==> config.mk <==
export PLATFORM = sky130hd
export DESIGN_NAME = rotary_encoder_click_lock_unit
export DESIGN_NICKNAME = d
export VERILOG_FILES = /design/src/design/recl_pkg.sv /design/src/design/rotary_encoder_click_lock_unit.sv
export SDC_FILE = /design/constraint.sdc
export NUM_CORES = 1
export LEC_CHECK = 0
export ABC_CLOCK_PERIOD_IN_PS = 11700
export BUFFER_PORTS_ARGS = -buffer_cell sky130_fd_sc_hd__buf_4
export CAP_MARGIN = 10
export CORE_MARGIN = 4
export CORE_UTILIZATION = 26
export CTS_BUF_LIST = sky130_fd_sc_hd__clkbuf_8 sky130_fd_sc_hd__clkbuf_16
export DETAILED_ROUTE_END_ITERATION = 6
export GPL_ROUTABILITY_DRIVEN = 0
export GPL_TIMING_DRIVEN = 0
export HOLD_SLACK_MARGIN = 0.02
export PLACE_DENSITY = 0.46
export REMOVE_ABC_BUFFERS = 1
export SYNTH_ARGS = -nofsm -noshare
export SYNTH_HDL_FRONTEND = slang
export SYNTH_SLANG_ARGS = --single-unit
==> constraint.sdc <==
create_clock -name clk -period 11.7 [get_ports clk]
set_clock_uncertainty 0.05 [all_clocks]
set_input_delay 2.34 -clock clk [delete_from_list [all_inputs] [get_ports clk]]
set_output_delay 2.34 -clock clk [all_outputs]
set_load 0.02 [all_outputs]
==> src/design/recl_pkg.sv <==
// Shared types and constants for the rotary encoder click-lock unit.
// No dependencies; imported by the top level and its checker.
package recl_pkg;

  // Number of LEDs in the thermometer bar (result field stays 8 bits wide)
  localparam int unsigned LED_COUNT = 8;
  localparam int unsigned LED_W     = 8;

  // Register reset values
  localparam logic [15:0] WINDOW_RST  = 16'd400;
  localparam logic [15:0] MIN_HOLD_RST = 16'd50;
  localparam logic [3:0]  MAX_POS_RST = 4'd8;

  // Configuration register indexes
  localparam logic [1:0] REG_WINDOW   = 2'd0;
  localparam logic [1:0] REG_MIN_HOLD = 2'd1;
  localparam logic [1:0] REG_MAX_POS  = 2'd2;

  // Direction tracker codes: which contact fell first
  localparam logic [1:0] EDGE_IDLE   = 2'd0;
  localparam logic [1:0] EDGE_A_LEAD = 2'd1;
  localparam logic [1:0] EDGE_B_LEAD = 2'd2;

  typedef struct packed {
    logic        contact_a;
    logic        contact_b;
    logic        button_level;
    logic [31:0] now_ms;
  } recl_in_t;

  typedef struct packed {
    logic             position_report;
    logic             click_report;
    logic             lock_changed;
    logic [3:0]       position;
    logic             lock_state;
    logic             led_update;
    logic [LED_W-1:0] led_pattern;
  } recl_out_t;

  // Thermometer code: lowest min(level, LED_COUNT) bits set
  function automatic logic [LED_W-1:0] thermometer(input logic [3:0] level);
    logic [LED_W-1:0] pat;
    pat = '0;
    for (int i = 0; i < LED_W; i++) begin
      pat[i] = (i < int'(level)) && (i < int'(LED_COUNT));
    end
    return pat;
  endfunction

endpackage

==> src/design/rotary_encoder_click_lock_unit.sv <==
// Rotary encoder click-lock unit: encoder direction/position tracking and
// button single/double click detection. Depends on recl_pkg.
//
// Usage:
//   in_valid/in_ready carry one pin sample (contacts A and B, active-low
//   button, millisecond timestamp). out_valid/out_ready carry one result per
//   sample: event flags, position, lock state and the LED thermometer bar.
//   cfg_we/cfg_index/cfg_data write the window, minimum hold and maximum
//   position registers; write them only while no sample is in flight.
// Timing:
//   A sample first lands in the input register; when it advances, the
//   encoder and button logic run, update the state and load the result
//   register, from which the result is offered on out_valid/out_data.
//   One sample per cycle is sustained while out_ready is high: the input
//   register refills in the same cycle it drains into the result register.
// Reset (rst_n low, synchronous): both registers empty, position 0,
//   unlocked, previous pin levels high, no pending click, registers at
//   window 400 ms, hold 50 ms, max position 8.
// Stall: while out_ready is low the result holds; one more sample may wait
//   in the input register, after which in_ready drops.
module rotary_encoder_click_lock_unit (
  input  logic               clk,
  input  logic               rst_n,
  input  logic               in_valid,
  output logic               in_ready,
  input  recl_pkg::recl_in_t  in_data,
  output logic               out_valid,
  input  logic               out_ready,
  output recl_pkg::recl_out_t out_data,
  input  logic               cfg_we,
  input  logic [1:0]         cfg_index,
  input  logic [15:0]        cfg_data
);
  import recl_pkg::*;

  // Configuration registers
  logic [15:0] window_r;
  logic [15:0] min_hold_r;
  logic [3:0]  max_pos_r;

  // Pipeline registers
  logic      in_valid_r;
  recl_in_t  in_r;
  logic      out_valid_r;
  recl_out_t out_r;
  logic      advance;

  // Block state
  logic [3:0]  pos_r,         pos_nxt;
  logic        prev_a_r,      prev_a_nxt;
  logic        prev_b_r,      prev_b_nxt;
  logic [1:0]  first_edge_r,  first_edge_nxt;
  logic        lock_r,        lock_nxt;
  logic        prev_btn_r,    prev_btn_nxt;
  logic        press_valid_r, press_valid_nxt;
  logic [31:0] press_start_r, press_start_nxt;
  logic [31:0] last_click_r,  last_click_nxt;
  logic        pending_r,     pending_nxt;
  recl_out_t   res_nxt;

  assign advance   = in_valid_r && (!out_valid_r || out_ready);
  assign in_ready  = !in_valid_r || advance;
  assign out_valid = out_valid_r;
  assign out_data  = out_r;

  // Configuration writes
  always_ff @(posedge clk) begin
    if (!rst_n) begin
      window_r   <= WINDOW_RST;
      min_hold_r <= MIN_HOLD_RST;
      max_pos_r  <= MAX_POS_RST;
    end else if (cfg_we) begin
      unique case (cfg_index)
        REG_WINDOW:   window_r   <= cfg_data;
        REG_MIN_HOLD: min_hold_r <= cfg_data;
        REG_MAX_POS:  max_pos_r  <= cfg_data[3:0];
        default: ;
      endcase
    end
  end

  // Sample processing
  always_comb begin
    logic [4:0]  step;
    logic [31:0] hold_time;
    logic [31:0] gap;
    logic        released;

    pos_nxt         = pos_r;
    first_edge_nxt  = first_edge_r;
    lock_nxt        = lock_r;
    press_valid_nxt = press_valid_r;
    press_start_nxt = press_start_r;
    last_click_nxt  = last_click_r;
    pending_nxt     = pending_r;
    prev_a_nxt      = in_r.contact_a;
    prev_b_nxt      = in_r.contact_b;
    prev_btn_nxt    = in_r.button_level;
    res_nxt         = '0;
    step            = {1'b0, pos_r};

    // Encoder: latch the leading contact, confirm when both are high again
    if (first_edge_r == EDGE_IDLE) begin
      if (!in_r.contact_a && prev_a_r) begin
        first_edge_nxt = EDGE_A_LEAD;
      end else if (!in_r.contact_b && prev_b_r) begin
        first_edge_nxt = EDGE_B_LEAD;
      end
    end
    if (first_edge_nxt != EDGE_IDLE && in_r.contact_a && in_r.contact_b) begin
      if (!lock_r) begin
        if (first_edge_nxt == EDGE_A_LEAD) begin
          step = (pos_r != 4'd0) ? {1'b0, pos_r} - 5'd1 : 5'd0;
        end else begin
          step = {1'b0, pos_r} + 5'd1;
        end
        pos_nxt = (step > {1'b0, max_pos_r}) ? max_pos_r : step[3:0];
        res_nxt.position_report = 1'b1;
        res_nxt.led_update      = 1'b1;
      end
      first_edge_nxt = EDGE_IDLE;
    end

    // Button press timing
    if (!in_r.button_level && prev_btn_r) begin
      press_start_nxt = in_r.now_ms;
      press_valid_nxt = 1'b0;
    end
    hold_time = in_r.now_ms - press_start_nxt;
    if (!in_r.button_level && !press_valid_nxt &&
        hold_time >= {16'd0, min_hold_r}) begin
      press_valid_nxt = 1'b1;
    end

    // Valid release: second within the window toggles the lock
    released = in_r.button_level && !prev_btn_r && press_valid_r;
    gap = in_r.now_ms - last_click_r;
    if (released) begin
      press_valid_nxt = 1'b0;
      if (gap < {16'd0, window_r} && pending_r) begin
        lock_nxt             = !lock_r;
        res_nxt.lock_changed = 1'b1;
        if (lock_r) begin
          res_nxt.led_update = 1'b1;
        end
        pending_nxt = 1'b0;
      end else begin
        pending_nxt    = 1'b1;
        last_click_nxt = in_r.now_ms;
      end
    end

    // Lone click times out
    if (pending_nxt &&
        (in_r.now_ms - last_click_nxt) >= {16'd0, window_r}) begin
      res_nxt.click_report = 1'b1;
      pending_nxt          = 1'b0;
    end

    res_nxt.position    = pos_nxt;
    res_nxt.lock_state  = lock_nxt;
    res_nxt.led_pattern = thermometer(pos_nxt);
  end

  // Control and state registers
  always_ff @(posedge clk) begin
    if (!rst_n) begin
      in_valid_r    <= 1'b0;
      out_valid_r   <= 1'b0;
      pos_r         <= '0;
      prev_a_r      <= 1'b1;
      prev_b_r      <= 1'b1;
      first_edge_r  <= EDGE_IDLE;
      lock_r        <= 1'b0;
      prev_btn_r    <= 1'b1;
      press_valid_r <= 1'b0;
      press_start_r <= '0;
      last_click_r  <= '0;
      pending_r     <= 1'b0;
    end else begin
      if (in_ready) begin
        in_valid_r <= in_valid;
      end
      if (advance) begin
        out_valid_r   <= 1'b1;
        pos_r         <= pos_nxt;
        prev_a_r      <= prev_a_nxt;
        prev_b_r      <= prev_b_nxt;
        first_edge_r  <= first_edge_nxt;
        lock_r        <= lock_nxt;
        prev_btn_r    <= prev_btn_nxt;
        press_valid_r <= press_valid_nxt;
        press_start_r <= press_start_nxt;
        last_click_r  <= last_click_nxt;
        pending_r     <= pending_nxt;
      end else if (out_ready) begin
        out_valid_r <= 1'b0;
      end
    end
  end

  // Payload registers
  always_ff @(posedge clk) begin
    if (in_ready && in_valid) begin
      in_r <= in_data;
    end
    if (advance) begin
      out_r <= res_nxt;
    end
  end

endmodule

## Yosys cells after proc, flatten, opt, wreduce, memory -nomap -nowiden

Index checks and enable logic that the tools add are counted.

- Register bits after elaboration: 166
- Input port bits: 58
- Output and inout port bits: 19
- Logic and storage cells: 108

- $add $sub $neg: 5
- $lt $le $gt $ge: 12
- Eq/ne operators: 3
- Multiplexer cells: 31
- Reduce and logical (&&, ||, !) cells: 31

Operators by type and width:

| cell | count |
|---|---|
| $mux 32 | 3 |
| $sub 32x32->32 | 3 |
| $ge 32x16->1 | 2 |
| $lt 32x16->1 | 1 |
| $mux 5 | 4 |
| $mux 1 | 17 |
| $lt 3x4->1 const A | 4 |
| $logic_and 1x1->1 | 13 |
| $mux 4 | 3 |
| $logic_not 1->1 | 8 |
| $lt 1x4->1 const A | 2 |
| $lt 2x4->1 const A | 2 |
| $mux 2 | 4 |
| $reduce_and 2->1 | 3 |
| $add 4x1->5 const B | 1 |
| $gt 5x4->1 | 1 |
| $sub 4x1->5 const B | 1 |
| $eq 2x1->1 const B | 2 |
| $logic_not 2->1 | 2 |
| $reduce_bool 2->1 | 2 |
| $reduce_bool 4->1 | 1 |
| $eq 2x2->1 const B | 1 |
| $logic_or 1x1->1 | 2 |

## Longest topological paths before layout

Gate-level depths: netlist (run 1).

- Depth in word-level cells: 14
- Depth in mapped cells: 51
- Depth with buffers taken out: 50

## Least setup slack after synthesis (run 1)

No wires, ideal clock.

- Path type: register -> register
- Start: reg in_r[8] (netlist name)
- End: reg out_r (netlist bit out_data[15]), data pin
- Library setup time: 0.257 ns
- Arrival: 8.535 ns
- Required time: 11.393 ns
- Path slack: 2.859 ns
- Cell stages (with the launch flop): 48
- Path buffers: 4
- Clock period less this slack: 8.841 ns
- Cell sequence: edfxtp_1 ha_1 buf_2 a2111oi_0 o21ai_1 and3_1 a21oi_1 xnor2_1 ha_1 and4_1 nand2_1 and4_1 or4b_1 a22oi_1 and4b_1 o2111a_1 buf_4 nor2_1 (+12 left out) mux2i_2 nand2_1 nand2_1 xor2_1 ha_1 a21oi_1 nor2b_1 o21ai_0 o221ai_1 nor4_1 o21ai_0 nor4_1 o2111ai_1 a21oi_1 o2111a_1 nand4_1 nor3_1 nor2_1

RTL lines:

| item | RTL line | RTL |
|---|---|---|
| start: declaration | rotary_encoder_click_lock_unit.sv:43 | `recl_in_t in_r;` |
| start signal: assignment | rotary_encoder_click_lock_unit.sv:205 | `in_r <= in_data;` |
| end signal: assignment | rotary_encoder_click_lock_unit.sv:208 | `out_r <= res_nxt;` |
| end: declaration | rotary_encoder_click_lock_unit.sv:45 | `recl_out_t out_r;` |

==> reports/qor.csv, run 1 <==
stage,metric,value,unit
global_routing,initial antenna violation count,0,
timing,RSZ-0062 raised after global routing,no,
timing,hold slack,0.4197,ns
placement,pre-CTS WS,0.4490,ns
timing,Final period util,91.56,%
floorplan,Initial Util,26.33,%
logic_synthesis,Post-synth EDFFs,51,
cts,Clock Pin Slew Worst Setup and Hold Paths,0.07,ns
logic_synthesis,Cell variety after synth,84,
logic_synthesis,number of synthesized register bits,165,
cts,H-tree depth,4,
global_routing,pin count of the biggest net entering global routing,117,
placement,Post-DP HPWL,31130,um
routing,drt drc,0,
setup_path,Crit path required time,11.87,ns
setup_path,Setup crit end,out_data[15],
pwr,Tot Pwr,1.682,mW
logic_synthesis,Yosys top cell area share,16.86,%
cts,CTS tree,built,
setup_path,CP most frequent cell,o21ai_0,
logic_synthesis,yosys warns,0,
setup_path,"slowest stage cell, crit path",edfxtp_1,
setup_path,Reg2Reg Capture Point,out_data[15],
floorplan,FP Rows,83,
logic_synthesis,largest area contributor in the netlist,dfxtp_1,
floorplan,die height,236.2,um
timing,post-route setup slack,0.9872,ns
global_routing,GRT Util Overall,13.92,%
routing,routed len/inst,16.42,um
cts,CTS Hold Bufs,0,
timing,relative slew slack,22.95,%
logic_synthesis,synthesized area per cell,7.986,um2
pwr,Pwr per Cell Area,108.6,nW/um2
floorplan,Die Wd,236.2,um
pwr,Net Sw Frac,32.24,%
pwr,Lkg Pwr,6.381,nW
final_layout,layout cells sized above 1,8.434,%
final_layout,number of fill cells,5513,
timing,Fin. Hold Viols,0,
timing,Worst Tran Pin Value,1.156,ns
final_layout,NumNets Final,1934,
logic_synthesis,Post-synth ARST share,0,%
logic_synthesis,post-synthesis cell count,1695,
routing,Vias,12084,
placement,PortBufs,76,
routing,post-route ant nets,0,
logic_synthesis,sequential area share after synthesis,28.17,%
cts,clk sinks,165,
cts,Clock Latency Late Sink,0.47,ns
global_routing,grt peak-use layer,met2,
setup_path,startpoint types,flop,
setup_path,"reg-to-reg slack, setup",0.99,ns
logic_synthesis,Area contributors post-synth,"dfxtp_1 (17%), ha_1 (13%), edfxtp_1 (11%)",
setup_path,Worst setup startpoint,in_r[7],
setup_path,CP peak stage delay,0.59,ns
global_routing,met1 Track Usage GR,18.95,%
placement,Placed Instances,2389,
logic_synthesis,"Top FF cell, synth",dfxtp_1,
pwr,power share of the clock group,34.6,%
floorplan,I/O Pins,77,
final_layout,post-layout util,30.14,%
routing,drt initial violations,791,
global_routing,met2 usage,22.76,%
setup_path,Register-to-Register Path Depth,46,
cts,clock buffer count from CTS,17,
final_layout,antenna cell count,0,
setup_path,WS Path Type,reg -> reg,
setup_path,CP max FO,17,
routing,vias per inst,4.987,
routing,DR pass1 iterations,6,
cts,CTS Buffer Depth,2,
setup_path,CP Capture Type,flop,
logic_synthesis,commonest cells in the netlist,"nand2_1 (210), a21oi_1 (156), ha_1 (143)",
logic_synthesis,Post-Syn Area,13540,um2
pwr,maximum VDD drop,0.1039,mV
routing,WL final,39790,um
final_layout,Layout area overhead,14.44,%
timing,Max Fclk,93.35,MHz
global_routing,M3 GR Usage,1.894,%
global_routing,number of global-route vias before repair,11393,
floorplan,core area,51410,um2
pwr,power share of the sequential group,38.2,%
timing,Final setup viols,0,
setup_path,crit path DAT,10.88,ns
logic_synthesis,most common cell in the netlist,nand2_1,
timing,Slew Limit Fails,0,
floorplan,total die area,55780,um2
global_routing,first-pass GRT wire length,62400,um
pwr,NetSw,0.5424,mW
global_routing,GR Overflow Total,0,
hold_path,Hold Crit Class,reg -> reg,
outcome,status,"complete, no violations",
pwr,combinational share of power,27.2,%
cts,root buffer cell,clkbuf_16,
timing,Tmin final,10.71,ns
final_layout,non-filler instance count after layout,2423,
job,Max-Cap Viols,0,
pwr,Cell Int Power,1.140,mW
setup_path,worst r2r src,in_r[7],
[stage by stage]
step / cell area (um2) / TNS, ns
after floorplan: 13270 / 0
after global placement: 14690 / -4.427
after detailed placement: 14850 / 0
after CTS: 15460 / 0
after global routing: 15490 / 0
final: 15490 / 0
[logic make-up (layout without fill, tap and decap cells)]
| group | after synthesis | count (layout) | synth area share (%) |
|---|---|---|---|
| buf+inv | 188 | 236 | 5.287 |
| flops | 165 | 165 | 28.17 |
| mux | 49 | 49 | 3.679 |
| simple gates | 585 | 585 | 20.71 |
| fa+ha+maj | 150 | 150 | 13.96 |
| compound gates | 505 | 505 | 24.76 |
| xor+xnor | 53 | 53 | 3.429 |
[sequential cells by signal, indices dropped and copies added (netlist names)]
register       flops
in_valid_r         1
out_valid          1
pending_r          1
press_valid_r      1
prev_b_nxt         1
prev_b_r           1
prev_a_r           1
out_data          16
first_edge_r       2
lock_r             1
pos_r              4
prev_a_nxt         1
in_r              32
window_r          16
max_pos_r          4
press_start_r     32
prev_btn_nxt       1
prev_btn_r         1
min_hold_r        16
last_click_r      32
[layout make-up]
class / count / area [um2] / share of cell area (%)
clock inverters: 9 / 60.06 / 0.3877
flip-flops and latches: 165 / 3814 / 24.62
well taps: 680 / 850.8 / 5.492
clock buffers: 23 / 541.8 / 3.497
inverters: 119 / 449.2 / 2.900
multi-input cells: 1342 / 9056 / 58.46
repair buffers: 85 / 719.4 / 4.644
[how the worst min path moves through the flow]
stage                    from  depth (start not counted)              to
2_1_floorplan        prev_a_r                          2        prev_a_r
3_3_place_gp         prev_a_r                          2        prev_a_r
3_5_place_dp         prev_a_r                          2        prev_a_r
4_1_cts              prev_a_r                          2        prev_a_r
5_1_grt        min_hold_r[10]                          2  min_hold_r[10]
6_report             prev_a_r                          2        prev_a_r
[placed cells by master (no fill, tap or decap), types with 38 or more instances in the layout]
master,count
edfxtp_1,51
nand2_1,210
a21oi_1,156
a21o_1,46
buf_4,78
ha_1,143
nor2b_1,58
xnor2_1,38
dfxtp_1,114
o21ai_0,78
mux2i_1,45
inv_1,120
a21boi_0,41
nor2_1,136
[repair_timing]
item                       4_1_cts  5_1_grt
gates resized for setup          0        4
setup endpoints to repair        0        2
buffers inserted                 0        2
[metal layers]
layer	vias to the layer above	share of wire [%]
li1	6153	-
met5	-	0
met2	202	45
met1	5672	49
met4	0	2.5
met3	57	2.8
[worst max-delay path: cells and delay by family (launching register included)]
family,cells,cell delay [ns]
compound gates,22,4.67
simple gates,16,3.13
fa+ha+maj,5,1.48
flops,1,0.59
xor+xnor,2,0.33
buf+inv,1,0.20
[power groups by stage]
stage / Clock [mW] / Combinational [mW] / Sequential (mW)
floorplan: 0 / 0.327 / 0.648
global placement: 0 / 0.450 / 0.656
detailed placement: 0 / 0.455 / 0.656
CTS: 0.609 / 0.458 / 0.643
global route: 0.622 / 0.515 / 0.646
finish: 0.582 / 0.458 / 0.643
(Power assumes the default switching activity.)
==> run 2: changes to the inputs <==
Settings changed: CORE_MARGIN 4 to 3.
==> reports/qor.csv, run 2 (synthesis results as in run 1) <==
stage,metric,value,unit,change
setup_path,CP max FO,17,,unchanged
outcome,status,"complete, no violations",,
routing,Vias,11982,,-0.84%
final_layout,non-filler instance count after layout,2412,,-0.45%
timing,Final setup viols,0,,unchanged
routing,WL final,39190,um,-1.5%
floorplan,FP Rows,82,,-1.2%
setup_path,WS Path Type,reg -> reg,,
global_routing,GR Overflow Total,0,,unchanged
global_routing,GRT Util Overall,14.44,%,+0.52 points
floorplan,core area,50790,um2,-1.2%
hold_path,min-delay src,prev_a_r,,
setup_path,Register-to-Register Path Depth,47,,+2.2%
cts,CTS Hold Bufs,0,,unchanged
cts,clk sinks,165,,unchanged
routing,vias per inst,4.968,,-0.39%
cts,clock buffer count from CTS,17,,unchanged
timing,relative slew slack,18.27,%,-4.7 points
timing,Worst Tran Pin Value,1.226,ns,+0.07017 ns
placement,PortBufs,76,,unchanged
setup_path,Crit path required time,11.86,ns,about the same
setup_path,Worst setup startpoint,in_r[1],,
setup_path,"slowest stage cell, crit path",edfxtp_1,,
cts,root buffer cell,clkbuf_16,,
final_layout,number of fill cells,5406,,-1.9%
cts,H-tree depth,4,,unchanged
floorplan,die height,234.2,um,-0.85%
cts,Clock Latency Late Sink,0.47,ns,about the same
setup_path,worst r2r src,in_r[1],,
setup_path,CP Capture Type,flop,,
final_layout,NumNets Final,1931,,-0.16%
global_routing,number of global-route vias before repair,11490,,+0.85%
floorplan,Initial Util,26.65,%,+0.32 points
final_layout,Layout area overhead,14.03,%,
cts,CTS Buffer Depth,2,,unchanged
final_layout,layout cells sized above 1,8.218,%,-0.22 points
setup_path,CP most frequent cell,o21ai_0,,
cts,Clock Pin Slew Worst Setup and Hold Paths,0.07,ns,about the same
job,Max-Cap Viols,0,,unchanged
pwr,Pwr per Cell Area,108.5,nW/um2,about the same
timing,RSZ-0062 raised after global routing,no,,
setup_path,Setup crit end,out_data[15],,
routing,post-route ant nets,0,,unchanged
cts,Post-CTS Setup Inserts,0,,unchanged
timing,Max Fclk,93.86,MHz,+0.55%
floorplan,total die area,54840,um2,-1.7%
global_routing,initial antenna violation count,0,,unchanged
pwr,Lkg Pwr,6.356,nW,-0.39%
timing,Slew Limit Fails,0,,unchanged
timing,Fin. Hold Viols,0,,unchanged
routing,drt drc,0,,unchanged
setup_path,"reg-to-reg slack, setup",1.05,ns,+0.06 ns
floorplan,I/O Pins,77,,unchanged
routing,routed len/inst,16.25,um,-1.0%
placement,Placed Instances,2380,,-0.38%
global_routing,first-pass GRT wire length,62420,um,about the same
pwr,maximum VDD drop,0.1055,mV,+1.5%
placement,Post-DP HPWL,30680,um,-1.5%
setup_path,Reg2Reg Capture Point,out_data[15],,
final_layout,"most common cell after layout, fill and taps aside",nand2_1,,
final_layout,"leading cell types in the layout, fill and taps excluded","nand2_1 (210), a21oi_1 (156), ha_1 (143), nor2_1 (136), inv_1 (120)",,
final_layout,Top Registers,"in_r x32, last_click_r x32, press_start_r x32",,
timing,Tmin final,10.65,ns,-0.05872 ns
hold_path,Hold Crit Class,reg -> reg,,
setup_path,CP peak stage delay,0.58,ns,about the same
routing,drt initial violations,707,,-11%
setup_path,crit path DAT,10.81,ns,-0.07 ns
cts,CTS tree,built,,
floorplan,Die Wd,234.2,um,-0.85%
timing,Final period util,91.06,%,-0.50 points
final_layout,antenna cell count,0,,unchanged
setup_path,startpoint types,flop,,
global_routing,pin count of the biggest net entering global routing,117,,unchanged
routing,DR pass1 iterations,5,,-1
timing,hold slack,0.4157,ns,-0.003970 ns
[run 2: repair_timing]
item | 4_1_cts | 5_1_grt
hold endpoints to repair | 0 | 0
endpoints found under the setup margin | 0 | 2
resized for setup | 0 | 3
[run 2: worst max-delay path, delay by kind of cell, from the launching register on]
kind / cells / cell delay (ns)
and+or+nand+nor: 17 / 3.32
AOI/OAI and AO/OA: 21 / 4.25
DFF: 1 / 0.58
adders and majority gates: 5 / 1.46
buffers and inverters: 2 / 0.39
xor gates and xnor gates: 2 / 0.33
[run 2: per-stage QoR]
stage | power, mW | cell area, um2 | utilization (%) | setup slack [ns] | TNS (ns)
floorplan | 0.9750 | 13270 | - | 1.627 | 0
global placement | 1.103 | 14680 | 28.90 | -2.380 | -10.31
detailed placement | 1.109 | 14830 | 29.20 | 0.6767 | 0
CTS | 1.701 | 15420 | 30.36 | 0.5837 | 0
global route | 1.781 | 15440 | 30.39 | 0.06655 | 0
finish | 1.675 | 15440 | 30.39 | 1.046 | 0
[run 2: cell type report]
| type | count | area [um2] | area share [%] |
|---|---|---|---|
| clock buffers | 22 | 528.0 | 3.421 |
| well taps | 672 | 840.8 | 5.447 |
| clock inverters | 10 | 63.81 | 0.4134 |
| repair buffers | 82 | 689.4 | 4.466 |
| multi-input cells | 1342 | 9051 | 58.64 |
| inverters | 119 | 449.2 | 2.910 |
| flip-flops and latches | 165 | 3814 | 24.71 |
[run 2: worst min path at each step]
| stage | endpoint | slack, ns | depth (start not counted) |
|---|---|---|---|
| floorplan | prev_a_r | 0.38 | 2 |
| global placement | prev_a_r | 0.40 | 2 |
| detailed placement | prev_a_r | 0.40 | 2 |
| CTS | prev_a_r | 0.42 | 2 |
| global route | window_r[3] | 0.44 | 2 |
| finish | prev_a_r | 0.42 | 2 |
[run 2: per-layer routing]
metal / part of all wire [%] / GRT usage (%) / wire length, um
met5: 0 / 0 / 0
met1: 51 / 20.17 / 19910
met3: 2.6 / 1.834 / 1022
met2: 45 / 23.24 / 17570
met4: 1.8 / 4.227 / 695
[run 2: report_power, final]
part / leakage, nW / switching, mW / internal, mW
logic: 4.63 / 0.260 / 0.195
clock network: 0.302 / 0.256 / 0.321
registers: 1.43 / 0.0268 / 0.616
